===== src/rtl/core/tte_pkg.sv =====
`timescale 1ns / 1ps

package tte_pkg;

  // table geometry
  localparam int unsigned INDEX_BITS = 10;
  localparam int unsigned SLOT_COUNT = 1 << INDEX_BITS;

  // field widths
  localparam int unsigned KEY_W   = 64;
  localparam int unsigned WORD_W  = 64;
  localparam int unsigned DEPTH_W = 8;
  localparam int unsigned SCORE_W = 16;
  localparam int unsigned MOVE_W  = 16;
  localparam int unsigned BOUND_W = 2;
  localparam int unsigned GEN_W   = 6;
  localparam int unsigned CFG_IDX_W  = 2;
  localparam int unsigned CFG_DATA_W = 16;

  // opcodes
  localparam logic OP_PROBE = 1'b0;
  localparam logic OP_STORE = 1'b1;

  // bound kinds
  localparam logic [BOUND_W-1:0] BOUND_NONE  = 2'd0;
  localparam logic [BOUND_W-1:0] BOUND_UPPER = 2'd1;
  localparam logic [BOUND_W-1:0] BOUND_LOWER = 2'd2;
  localparam logic [BOUND_W-1:0] BOUND_EXACT = 2'd3;

  // configuration register indexes
  localparam logic [CFG_IDX_W-1:0] CFG_GENERATION  = 2'd0;
  localparam logic [CFG_IDX_W-1:0] CFG_DEPTH_LIMIT = 2'd1;
  localparam logic [CFG_IDX_W-1:0] CFG_EVAL_ABSENT = 2'd2;

  // register reset values
  localparam logic [GEN_W-1:0]   GEN_RESET         = 6'd0;
  localparam logic [DEPTH_W-1:0] DEPTH_LIMIT_RESET = 8'h7F;
  localparam logic [SCORE_W-1:0] EVAL_ABSENT_RESET = 16'h7FFF;

  // controller to datapath commands
  typedef struct packed {
    logic                  accept;
    logic                  store_we;
    logic                  out_load;
    logic                  clear_we;
    logic [INDEX_BITS-1:0] clear_addr;
  } cmd_t;

  // datapath to controller status
  typedef struct packed {
    logic op_store;
  } status_t;

endpackage


===== src/rtl/core/tte_ctrl.sv =====
`timescale 1ns / 1ps

module tte_ctrl (
  input  logic             clk_i,
  input  logic             rst_ni,
  input  logic             in_valid_i,
  output logic             in_ready_o,
  output logic             out_valid_o,
  input  logic             out_ready_i,
  input  tte_pkg::status_t status_i,
  output tte_pkg::cmd_t    cmd_o
);
  import tte_pkg::*;

  typedef enum logic [1:0] {
    ST_CLEAR,
    ST_IDLE,
    ST_EXEC
  } state_e;

  state_e                state_q, state_d;
  logic [INDEX_BITS-1:0] clr_cnt_q, clr_cnt_d;
  logic                  out_valid_q, out_valid_d;
  logic                  out_free;

  assign out_free = !out_valid_q || out_ready_i;

  // next state and commands
  always_comb begin
    state_d     = state_q;
    clr_cnt_d   = clr_cnt_q;
    out_valid_d = out_valid_q && !out_ready_i;
    cmd_o            = '0;
    cmd_o.clear_addr = clr_cnt_q;
    in_ready_o       = 1'b0;
    case (state_q)
      ST_CLEAR: begin
        cmd_o.clear_we = 1'b1;
        clr_cnt_d = clr_cnt_q + 1'b1;
        if (&clr_cnt_q) begin
          state_d = ST_IDLE;
        end
      end
      ST_IDLE: begin
        in_ready_o   = 1'b1;
        cmd_o.accept = in_valid_i;
        if (in_valid_i) begin
          state_d = ST_EXEC;
        end
      end
      ST_EXEC: begin
        if (status_i.op_store) begin
          cmd_o.store_we = 1'b1;
          state_d = ST_IDLE;
        end else if (out_free) begin
          cmd_o.out_load = 1'b1;
          out_valid_d = 1'b1;
          state_d = ST_IDLE;
        end
      end
      default: begin
        state_d = ST_CLEAR;
      end
    endcase
  end

  // state and registered outputs
  always_ff @(posedge clk_i or negedge rst_ni) begin
    if (!rst_ni) begin
      state_q     <= ST_CLEAR;
      clr_cnt_q   <= '0;
      out_valid_q <= 1'b0;
    end else begin
      state_q     <= state_d;
      clr_cnt_q   <= clr_cnt_d;
      out_valid_q <= out_valid_d;
    end
  end

  assign out_valid_o = out_valid_q;

endmodule


===== config.mk =====
export PLATFORM = sky130hd
export DESIGN_NAME = tte_ctrl
export DESIGN_NICKNAME = d
export VERILOG_FILES = /design/src/rtl/core/tte_pkg.sv /design/src/rtl/core/tte_ctrl.sv
export SDC_FILE = /design/constraint.sdc
export NUM_CORES = 1
export LEC_CHECK = 0
export BUFFER_PORTS_ARGS = -buffer_cell sky130_fd_sc_hd__buf_2
export CAP_MARGIN = 10
export CORE_MARGIN = 2
export CORE_UTILIZATION = 38
export DETAILED_ROUTE_END_ITERATION = 10
export SYNTH_ARGS = -nofsm -noshare
export SYNTH_HDL_FRONTEND = slang
export SYNTH_SLANG_ARGS = --single-unit

===== constraint.sdc =====
create_clock -name clk_i -period 2.6 [get_ports clk_i]
set_clock_uncertainty 0.05 [all_clocks]
set_input_delay 0.26 -clock clk_i [delete_from_list [all_inputs] [get_ports clk_i]]
set_output_delay 0.26 -clock clk_i [all_outputs]
set_load 0.01 [all_outputs]

* After elaboration in Yosys (flattened, before gate mapping)
Index checks and enable logic that the tools add are counted.
** Word-level totals
- Register bits :: 13
- Bits of input ports :: 5
- Output and inout bits :: 16
- Word-level logic and storage cells :: 31
** Operators by class
- Equal/unequal tests :: 5
- Muxes and demuxes :: 15
- Reduce and logical (&&, ||, !) cells :: 7
- $add $sub $neg :: 1
** Operator list (count)
- adder 10 x 1 -> 10 bit, second input constant :: 1
- two-way mux 2 bit :: 5
- AND reduction 10 bit :: 1
- two-way mux 1 bit :: 9
- case mux 2 bit (3 select lines) :: 1
- inequality test 2 bit, second input constant :: 2
- inequality test 3 bit, second input constant :: 1
- AND reduction 3 bit :: 1
- == test 2 x 1 -> 1 bit, second input constant :: 1
- == test 2 bit, second input constant :: 1
- logical NOT 1 bit :: 2
- logical NOT 2 bit :: 1
- logical AND 1 bit :: 1
- logical OR 1 bit :: 1

* Logic depth before layout (Yosys ltp)
Gate-level depths: netlist of the first run.
- Depth in word-level cells :: 5
- Gate-level depth with buffers :: 3

* Worst setup path after synthesis of the first run
Ideal clock, no wire load.
- Kind :: register -> output
- Start point :: register state_q[1]
- End point :: output cmd_o[11] in the netlist's numbering
- Buffers on the path :: 0
- Arrival time :: 960 ps
- Cell stages (with the launch flop) :: 3
- Setup slack :: 1330 ps
- Cells stage by stage :: dfrtp_1 -> or2b_1 -> nor3_1
** RTL lines
- from (decl) :: line tte_ctrl.sv:21 : state_e state_q, state_d;
- from (signal assigned) :: line tte_ctrl.sv:74 : state_q <= state_d;
- to (decl) :: line tte_ctrl.sv:11 : output tte_pkg::cmd_t cmd_o

==> impl_metrics.json, run 1 <==
{
  "fin_setup_tns_ns": 0,
  "synth-compound-area-share_pct": 5.75,
  "min_period_ns": 1.61,
  "p_per_area_mw_per_mm2": 956,
  "cts_buffer_depth": 2,
  "drive_gt1_share_pct": 38.7,
  "cp-end-kind": "output port",
  "first_iter_violations": 3,
  "ios": 21,
  "drt_drc_violations_left": 0,
  "insertion_delay_ns": 0.27,
  "p_leak_uw": 0.000386,
  "cpPeakStageDelay_ns": 0.47,
  "peakVddDrop_mv": 0.539,
  "diodes": 0,
  "synth_top_family_by_area": "simple AND/OR/NAND/NOR gates",
  "yosys-mux-area-fraction_pct": 1.85,
  "synth.cell_area_um2": 609,
  "holdBufCountCts": 1,
  "die_h_um": 44.0,
  "row_count": 14,
  "cp_max_fo": 7,
  "slew_viol_final": 0,
  "cts_tree": "built",
  "rsz0062_at_grt": "no",
  "vias_per_cell": 5.04,
  "die_width_um": 44.0,
  "avgSynthCellArea_um2": 12.2,
  "max_slew_margin_pct": 79.5,
  "grt_usage_pct": 13.2,
  "grt_first_pass_wirelength_mm": 1.77,
  "setup_violations": 0,
  "grt_overflow": 0,
  "cts-root-buf": "clkbuf_4",
  "holdCritPathClass": "in2reg",
  "synth_nets": 56,
  "antenna_left": 0,
  "wl_mm": 1.07,
  "port_buffers": 20,
  "synthSimpleGateAreaFrac_pct": 22.8,
  "ys_seq_area_share_pct": 53.4,
  "syn_to_final_growth_pct": 25.7,
  "firstDrtPassIters": 2,
  "dp_hpwl_um": 833,
  "cts_setup_buffers": 0,
  "final_cell_mix": "20 x buf_2, 13 x dfrtp_1, 7 x xnor2_1",
  "yosysWarningCount": 0,
  "status": "finished clean",
  "multi_input_area_um2": 277,
  "place_congestion": 0.705,
  "path_class": "reg2out",
  "hold_viol_final": 0,
  "grt_max_degree": 14,
  "timing.final.crit_share_pct": 61.9,
  "core_area_mm2": 0.00151,
  "yosys.cell_types.count": 24,
  "seqCellArea_um2": 325,
  "synthCells": 50,
  "synth-adder-area-share_pct": 2.05,
  "synth-xor-area-share_pct": 12.9,
  "antenna_found_initial": 0,
  "path_clk_slew_ns": 0.08,
  "routed-via-count": 459,
  "nNetsFinal": 82,
  "crit_chain": "or2b_1 > nor3_1 > buf_2",
  "mostFrequentLayoutCell": "buf_2",
  "cts_buffers": 3,
  "wl_per_cell_um": 11.8,
  "drv_cap": 0,
  "start_util_pct": 40.4,
  "crit_path_start_kind": "flop",
  "critPathRequiredTime_ns": 2.29,
  "grt_pass1_vias": 402,
  "max_freq_mhz": 622,
  "h-tree-depth": 1,
  "hold_ws_ns": 0.152,
  "worstPathArrival_ns": 1.30,
  "critPathSlowestCell": "dfrtp_1",
  "worstMarginPinSlew_ns": 0.307,
  "fillers": 151,
  "synth-seq-cells": 13,
  "clock-sinks": 13,
  "cts_resized": 0,
  "dieArea_mm2": 0.00194
}
per-stage QoR:
step	instance area [µm²]	utilization [%]	setup slack [ns]	power (µW)	cells
2_1_floorplan	609	-	1.33	512	50
3_3_place_gp	729	48.4	1.31	616	86
3_5_place_dp	729	48.4	1.28	618	86
4_1_cts	766	50.8	0.971	747	91
5_1_grt	766	50.8	0.858	791	91
6_report	766	50.8	0.992	732	91
critical path: cells and delay by family, from the launching register on:
kind	cells	cell delay (ns)
buf+inv	1	0.15
simple gates	2	0.40
flops	1	0.47
cells by family after synthesis:
kind of cell	count (synthesis)
flip-flops	13
multiplexers	1
XOR/XNOR	9
buffers and inverters	2
AND/OR/NAND/NOR	20
adder cells (fa/ha/maj)	1
AO/OA/AOI/OAI	4
area by class of cell:
class / instances / share of cell area [%]
clock buffers: 4 / 3.43
inverters: 2 / 0.980
multi-input cells: 35 / 36.1
flip-flops and latches: 13 / 42.5
well taps: 16 / 2.61
repair buffers: 21 / 14.4
final timing paths:
kind                               from            to  slack, ns  depth (start not counted)
hold reg to reg            clr_cnt_q[3]  clr_cnt_q[3]       0.43                          1
setup reg to reg           clr_cnt_q[2]    state_q[0]       1.34                          3
min in group asynchronous        rst_ni  clr_cnt_q[3]       0.34                          2
setup / recovery             state_q[1]     cmd_o[11]       0.99                          3
max in group asynchronous        rst_ni    state_q[0]       1.94                          2
hold / removal                 status_i   out_valid_o       0.15                          2
report_power, final:
part | total, µW | internal, µW | switching, µW
clock network | 122 | 59.4 | 62.8
registers | 329 | 265 | 63.2
logic | 281 | 142 | 139
sequential cells by signal, indices dropped and copies added, names as in the netlist:
register,flops
clr_cnt_q,10
state_q,2
out_valid_o,1
cells in the mapped netlist:
master | instances | area (µm²)
nand2_1 | 2 | 7.51
and2_1 | 1 | 6.26
mux2_2 | 1 | 11.3
and3_2 | 1 | 7.51
nor3b_1 | 1 | 7.51
nand3_1 | 1 | 5.00
xor2_1 | 2 | 17.5
and4_1 | 1 | 8.76
nor2_4 | 1 | 11.3
xnor2_1 | 7 | 61.3
o2bb2ai_1 | 1 | 8.76
a31o_2 | 1 | 8.76
nand4_1 | 4 | 25.0
a41o_1 | 1 | 10.0
ha_1 | 1 | 12.5
nor2b_1 | 2 | 12.5
o21bai_1 | 1 | 7.51
inv_1 | 2 | 7.51
and4bb_4 | 1 | 16.3
nor3_1 | 2 | 10.0
and2_2 | 1 | 7.51
or2b_1 | 1 | 7.51
dfrtp_1 | 13 | 325
and3_1 | 1 | 6.26
metal layers:
metal	up-vias	share of wire (%)	wire [µm]	global-route usage, %
li1	233	-	-	-
met1	212	50	532	18.1
met2	14	43	465	17.1
met3	0	6.8	73	7.35
met4	0	0	0	5.45
met5	-	0	0	0
No activity file was read; power rests on OpenSTA's default activity.
==> run 2: changes to the inputs <==
--- a/config.mk
+++ b/config.mk
@@ -5,6 +5,7 @@
 export SDC_FILE = /design/constraint.sdc
 export NUM_CORES = 1
 export LEC_CHECK = 0
+export ABC_AREA = 1
 export BUFFER_PORTS_ARGS = -buffer_cell sky130_fd_sc_hd__buf_2
 export CAP_MARGIN = 10
 export CORE_MARGIN = 2
==> constraint.sdc (replaced) <==
create_clock -name clk_i -period 1.5 [get_ports clk_i]
set_clock_uncertainty 0.05 [all_clocks]
set_input_delay 0.15 -clock clk_i [delete_from_list [all_inputs] [get_ports clk_i]]
set_output_delay 0.15 -clock clk_i [all_outputs]
set_load 0.01 [all_outputs]
==> impl_metrics.json, run 2 <==
{
  "min_from": "out_ready_i",
  "status": "finished clean",
  "cpPeakStageDelay_ns": 0.47,
  "path_clk_slew_ns": 0.07,
  "synth_nets": 95,
  "worstMarginPinSlew_ns": 0.299,
  "reg2reg_slack_ns": 0.27,
  "critPathRequiredTime_ns": 1.30,
  "wl_mm": 1.38,
  "antenna_found_initial": 0,
  "crit_path_start_kind": "flop",
  "nNetsFinal": 122,
  "port_buffers": 20,
  "yosysWarningCount": 0,
  "grt_usage_pct": 14.9,
  "pre_cts_ws_ns": 0.251,
  "synthCells": 89,
  "routed-via-count": 611,
  "drv_cap": 0,
  "min_period_ns": 1.39,
  "peakVddDrop_mv": 1.03,
  "avgSynthCellArea_um2": 8.20,
  "insertion_delay_ns": 0.27,
  "fin_setup_tns_ns": 0,
  "p_leak_uw": 0.000493,
  "multi_input_area_um2": 333,
  "rsz0062_at_grt": "no",
  "seqCellArea_um2": 328,
  "timing.final.crit_share_pct": 92.8,
  "place_congestion": 0.789,
  "crit_chain": "nor2_1 > nand2_1 > nor2_1 > buf_2",
  "max_freq_mhz": 719,
  "finalPower_uw": 1550,
  "dp_hpwl_mm": 1.06,
  "worstPathArrival_ns": 1.19,
  "core_area_mm2": 0.00176,
  "grt_pass1_vias": 538,
  "slew_viol_final": 0,
  "cp_max_fo": 4,
  "largest_reg_flops": 10,
  "h-tree-depth": 1,
  "synthTopCellsByCount": "25 x nand2_1, 13 x dfrtp_1, 13 x inv_1",
  "start_util_pct": 41.3,
  "syn_to_final_growth_pct": 24.4,
  "cp-end-kind": "output port",
  "netlist.area_leader.share_pct": 44.6,
  "rr_startpoint": "clr_cnt_q[2]",
  "row_count": 15,
  "r2r_cells": 7,
  "cts_setup_buffers": 0,
  "grt_overflow": 0,
  "cts_buffer_depth": 2,
  "vias_per_cell": 4.36,
  "drt_drc_violations_left": 0,
  "ios": 21,
  "die_width_um": 47.8,
  "clock-sinks": 13,
  "critPathSlowestCell": "dfrtp_2",
  "worst_path_most_repeated_cell": "nor2_1",
  "firstDrtPassIters": 4,
  "fillers": 200,
  "cts_buffers": 3,
  "synth.cell_area_um2": 729,
  "diodes": 0,
  "cts-root-buf": "clkbuf_4",
  "yosysTopAreaCell": "dfrtp_1",
  "ys_seq_area_share_pct": 44.6,
  "post-synth-top-count-cell": "nand2_1",
  "drive_gt1_share_pct": 31.3,
  "setup_violations": 0,
  "max_slew_margin_pct": 80.1,
  "yosys-top-cells-area": "dfrtp_1 45%, nand2_1 13%, inv_1 6.7%, nand3_4 4.8%, xor2_1 4.8%",
  "grt_first_pass_wirelength_mm": 2.33,
  "async_reset_ff_share_pct": 100,
  "p_per_area_mw_per_mm2": 1710,
  "die_h_um": 47.8,
  "holdCritPathClass": "in2reg",
  "grt_max_degree": 14,
  "mostFrequentLayoutCell": "nand2_1",
  "first_iter_violations": 4,
  "hold_end": "out_valid_o",
  "yosys.cell_types.count": 21,
  "whs_path_depth": 4,
  "hold_viol_final": 0,
  "cts_tree": "built",
  "final_cell_mix": "25 x nand2_1, 20 x buf_2, 13 x inv_1",
  "top_register": "clr_cnt_q",
  "antenna_left": 0,
  "reg2reg_to": "clr_cnt_q[5]",
  "path_class": "reg2out",
  "synth_flop_cell": "dfrtp_1",
  "wl_per_cell_um": 9.86,
  "synth-seq-cells": 13,
  "fin_ws_ns": 0.109,
  "synth_edf_count": 0,
  "dieArea_mm2": 0.00229
}
-- run 2: cell type report --
cell class / count / area share, %
tap: 25 / 3.45
multi-input combinational: 57 / 36.7
clock buffer: 4 / 2.90
sequential: 13 / 36.1
timing repair buffer: 22 / 13.0
inverter: 19 / 7.86
-- run 2: critical path, delay by kind of cell (launching register included) --
family / cells / cell delay [ns]
AND/OR/NAND/NOR: 3 / 0.33
flip-flops: 1 / 0.47
buffers and inverters: 1 / 0.13
-- run 2: stage by stage --
stage | util (%) | instances | instance area, µm² | hold slack [ns]
3_3_place_gp | 49.2 | 135 | 868 | 0.0103
4_1_cts | 51.3 | 140 | 905 | 0.122
3_5_place_dp | 49.2 | 135 | 868 | 0.00925
5_1_grt | 51.4 | 140 | 907 | 0.151
6_report | 51.4 | 140 | 907 | 0.125
2_1_floorplan | - | 89 | 729 | -0.196
-- run 2: worst max-delay path by stage --
stage / from / to / slack, ns / cells after the start
6_report: state_q[0] / cmd_o[11] / 0.11 / 4
3_3_place_gp: clr_cnt_q[2] / clr_cnt_q[5] / 0.29 / 7
2_1_floorplan: clr_cnt_q[0] / clr_cnt_q[8] / 0.22 / 6
3_5_place_dp: state_q[1] / clr_cnt_q[5] / 0.25 / 6
4_1_cts: state_q[1] / cmd_o[11] / 0.04 / 5
5_1_grt: state_q[1] / cmd_o[11] / 0.001 / 5
-- run 2: routing by layer --
metal / global-route usage (%) / vias to the layer above / wire, µm
li1: - / 325 / -
met1: 20.6 / 269 / 649
met2: 22.1 / 15 / 658
met3: 3.40 / 2 / 59
met4: 6.49 / 0 / 12
met5: 0 / - / 0
-- run 2: repair_timing --
item                                    4_1_cts  5_1_grt
hold buffers                                  1        0
endpoints found under the hold margin        13        0
endpoints found under the setup margin        0        2
resized for setup                             0        2
-- run 2: power breakdown --
group / leakage, µW / internal [µW] / switching, µW / total (µW)
logic: 0.000313 / 288 / 413 / 701
clock network: 0.0000150 / 103 / 108 / 211
registers: 0.000165 / 473 / 165 / 638
total: 0.000493 / 864 / 686 / 1550
-- run 2: cells by family after synthesis --
| kind of cell | Yosys count | synth area share, % |
|---|---|---|
| xor gates and xnor gates | 6 | 7.20 |
| AOI/OAI and AO/OA | 4 | 3.09 |
| DFF | 13 | 44.6 |
| adders and majority gates | 1 | 1.71 |
| and+or+nand+nor | 46 | 33.6 |
| buffers and inverters | 19 | 9.78 |
==> run 3: changes to the inputs <==
==> constraint.sdc (replaced) <==
create_clock -name clk_i -period 1.2 [get_ports clk_i]
set_clock_uncertainty 0.05 [all_clocks]
set_input_delay 0.12 -clock clk_i [delete_from_list [all_inputs] [get_ports clk_i]]
set_output_delay 0.12 -clock clk_i [all_outputs]
set_load 0.01 [all_outputs]
==> impl_metrics.json, run 3 (synthesis results as in run 2) <==
{
  "finalPower_uw": 2760,
  "die_h_um": 47.8,
  "cts_buffer_depth": 2,
  "fillers": 175,
  "setup_violations": 15,
  "dp_hpwl_mm": 1.17,
  "slew_viol_final": 0,
  "row_count": 15,
  "instances_no_fill": 154,
  "ios": 21,
  "vias_per_cell": 4.45,
  "r2r_cells": 8,
  "p_sw_uw": 1150,
  "critPathRequiredTime_ns": 1.03,
  "fin_ws_ns": -0.138,
  "holdCritPathClass": "in2reg",
  "cts_buffers": 3,
  "clock-sinks": 13,
  "max_freq_mhz": 747,
  "wl_mm": 1.74,
  "final_cell_mix": "20 x nand2_1, 19 x buf_2, 12 x inv_1",
  "place_congestion": 0.785,
  "placed_cell_area_um2": 895,
  "drv_cap": 0,
  "drive_gt1_share_pct": 48.1,
  "cts-root-buf": "clkbuf_4",
  "syn_to_final_growth_pct": 55.1,
  "antenna_found_initial": 0,
  "start_util_pct": 41.3,
  "die_width_um": 47.8,
  "combPwrFrac_pct": 61.6,
  "switching_share_pct": 41.5,
  "crit_start": "state_q[0]",
  "max_slew_margin_pct": 79.5,
  "top_register": "clr_cnt_q",
  "cp_max_fo": 4,
  "rr_startpoint": "state_q[0]",
  "dieArea_mm2": 0.00229,
  "grt_pass1_vias": 602,
  "crit_path_start_kind": "flop",
  "routed-via-count": 685,
  "cts_tree": "built",
  "status": "complete, but fails checks",
  "p_per_area_mw_per_mm2": 2440,
  "grt_max_degree": 14,
  "h-tree-depth": 1,
  "cp-end-kind": "output port",
  "whs_path_depth": 4,
  "critPathSlowestCell": "dfrtp_2",
  "crit_chain": "inv_2 > nor2_2 > inv_1 > nor2_1 > buf_2",
  "grt_usage_pct": 17.7,
  "cpPeakStageDelay_ns": 0.44,
  "post-place-cells": 138,
  "port_buffers": 20,
  "finalInstanceArea_mm2": 0.00113,
  "seq_power_share_pct": 28.1,
  "drt_drc_violations_left": 0,
  "reg2reg_to": "clr_cnt_q[5]",
  "p_int_uw": 1620,
  "rsz0062_at_grt": "yes",
  "first_iter_violations": 8,
  "reg2reg_slack_ns": -0.13,
  "grt_first_pass_wirelength_mm": 2.65,
  "path_class": "reg2out",
  "nNetsFinal": 136,
  "worstMarginPinSlew_ns": 0.307,
  "peakVddDrop_mv": 1.77,
  "wl_per_cell_um": 11.3,
  "grt_overflow": 0,
  "failed_checks": "setup timing",
  "final_util_pct": 64.1,
  "clockPowerShare_pct": 10.3,
  "largest_reg_flops": 10,
  "diodes": 0,
  "p_leak_uw": 0.000590,
  "core_area_mm2": 0.00176,
  "firstDrtPassIters": 4,
  "path_clk_slew_ns": 0.08,
  "hold_viol_final": 0,
  "endpoint": "cmd_o[13]",
  "min_period_ns": 1.34,
  "mostFrequentLayoutCell": "nand2_1",
  "antenna_left": 0,
  "timing.final.crit_share_pct": 111,
  "insertion_delay_ns": 0.29,
  "worstPathArrival_ns": 1.17
}
==> run 3: how the worst min path moves through the flow <==
stage,startpoint,end
after global placement,rst_ni,state_q[0]
after floorplan,rst_ni,clr_cnt_q[0]
after detailed placement,rst_ni,state_q[0]
after CTS,out_ready_i,out_valid_o
after global routing,out_ready_i,out_valid_o
final,out_ready_i,out_valid_o
==> run 3: layer usage <==
| metal | global-route usage (%) | wire (µm) | part of all wire [%] |
|---|---|---|---|
| met3 | 3.77 | 78 | 4.5 |
| met1 | 21.9 | 762 | 44 |
| met2 | 27.7 | 857 | 49 |
| met5 | 0 | 0 | 0 |
| met4 | 11.4 | 36 | 2.1 |
==> run 3: power by group through the flow <==
stage | combinational, µW | clock, µW | sequential [µW]
floorplan | 527 | 0 | 859
global placement | 999 | 0 | 773
detailed placement | 1020 | 0 | 779
CTS | 1310 | 293 | 755
global route | 1850 | 310 | 799
finish | 1700 | 283 | 776
==> run 3: final cells by class <==
| cell class | instances | area [µm²] | share of cell area (%) |
|---|---|---|---|
| multi-input combinational | 57 | 398 | 35.2 |
| sequential | 13 | 329 | 29.1 |
| timing repair buffer | 36 | 273 | 24.1 |
| inverter | 19 | 73.8 | 6.53 |
| tap | 25 | 31.3 | 2.77 |
| clock buffer | 4 | 26.3 | 2.32 |
==> run 3: worst max-delay path: cells and delay by family (launching register included) <==
family,cells,cell delay (ns)
flops,1,0.44
buf+inv,3,0.25
simple gates,2,0.20
==> run 3: stage by stage <==
| stage | setup slack (ns) | hold WS [ns] | TNS, ns |
|---|---|---|---|
| after floorplan | 0.0192 | -0.226 | 0 |
| after global placement | 0.0355 | -0.0172 | 0 |
| after detailed placement | -0.0107 | -0.0188 | -0.0107 |
| after CTS | -0.120 | 0.0738 | -0.951 |
| after global routing | -0.200 | 0.107 | -2.08 |
| final | -0.138 | 0.0720 | -1.21 |
==> run 3: timing repair <==
| item | CTS | global route |
|---|---|---|
| hold endpoints to repair | 13 | 0 |
| hold buffers | 1 | 0 |
| pin swaps | 5 | 7 |
| buffers inserted | 6 | 5 |
| endpoints found under the setup margin | 6 | 15 |
| resized for setup | 7 | 16 |
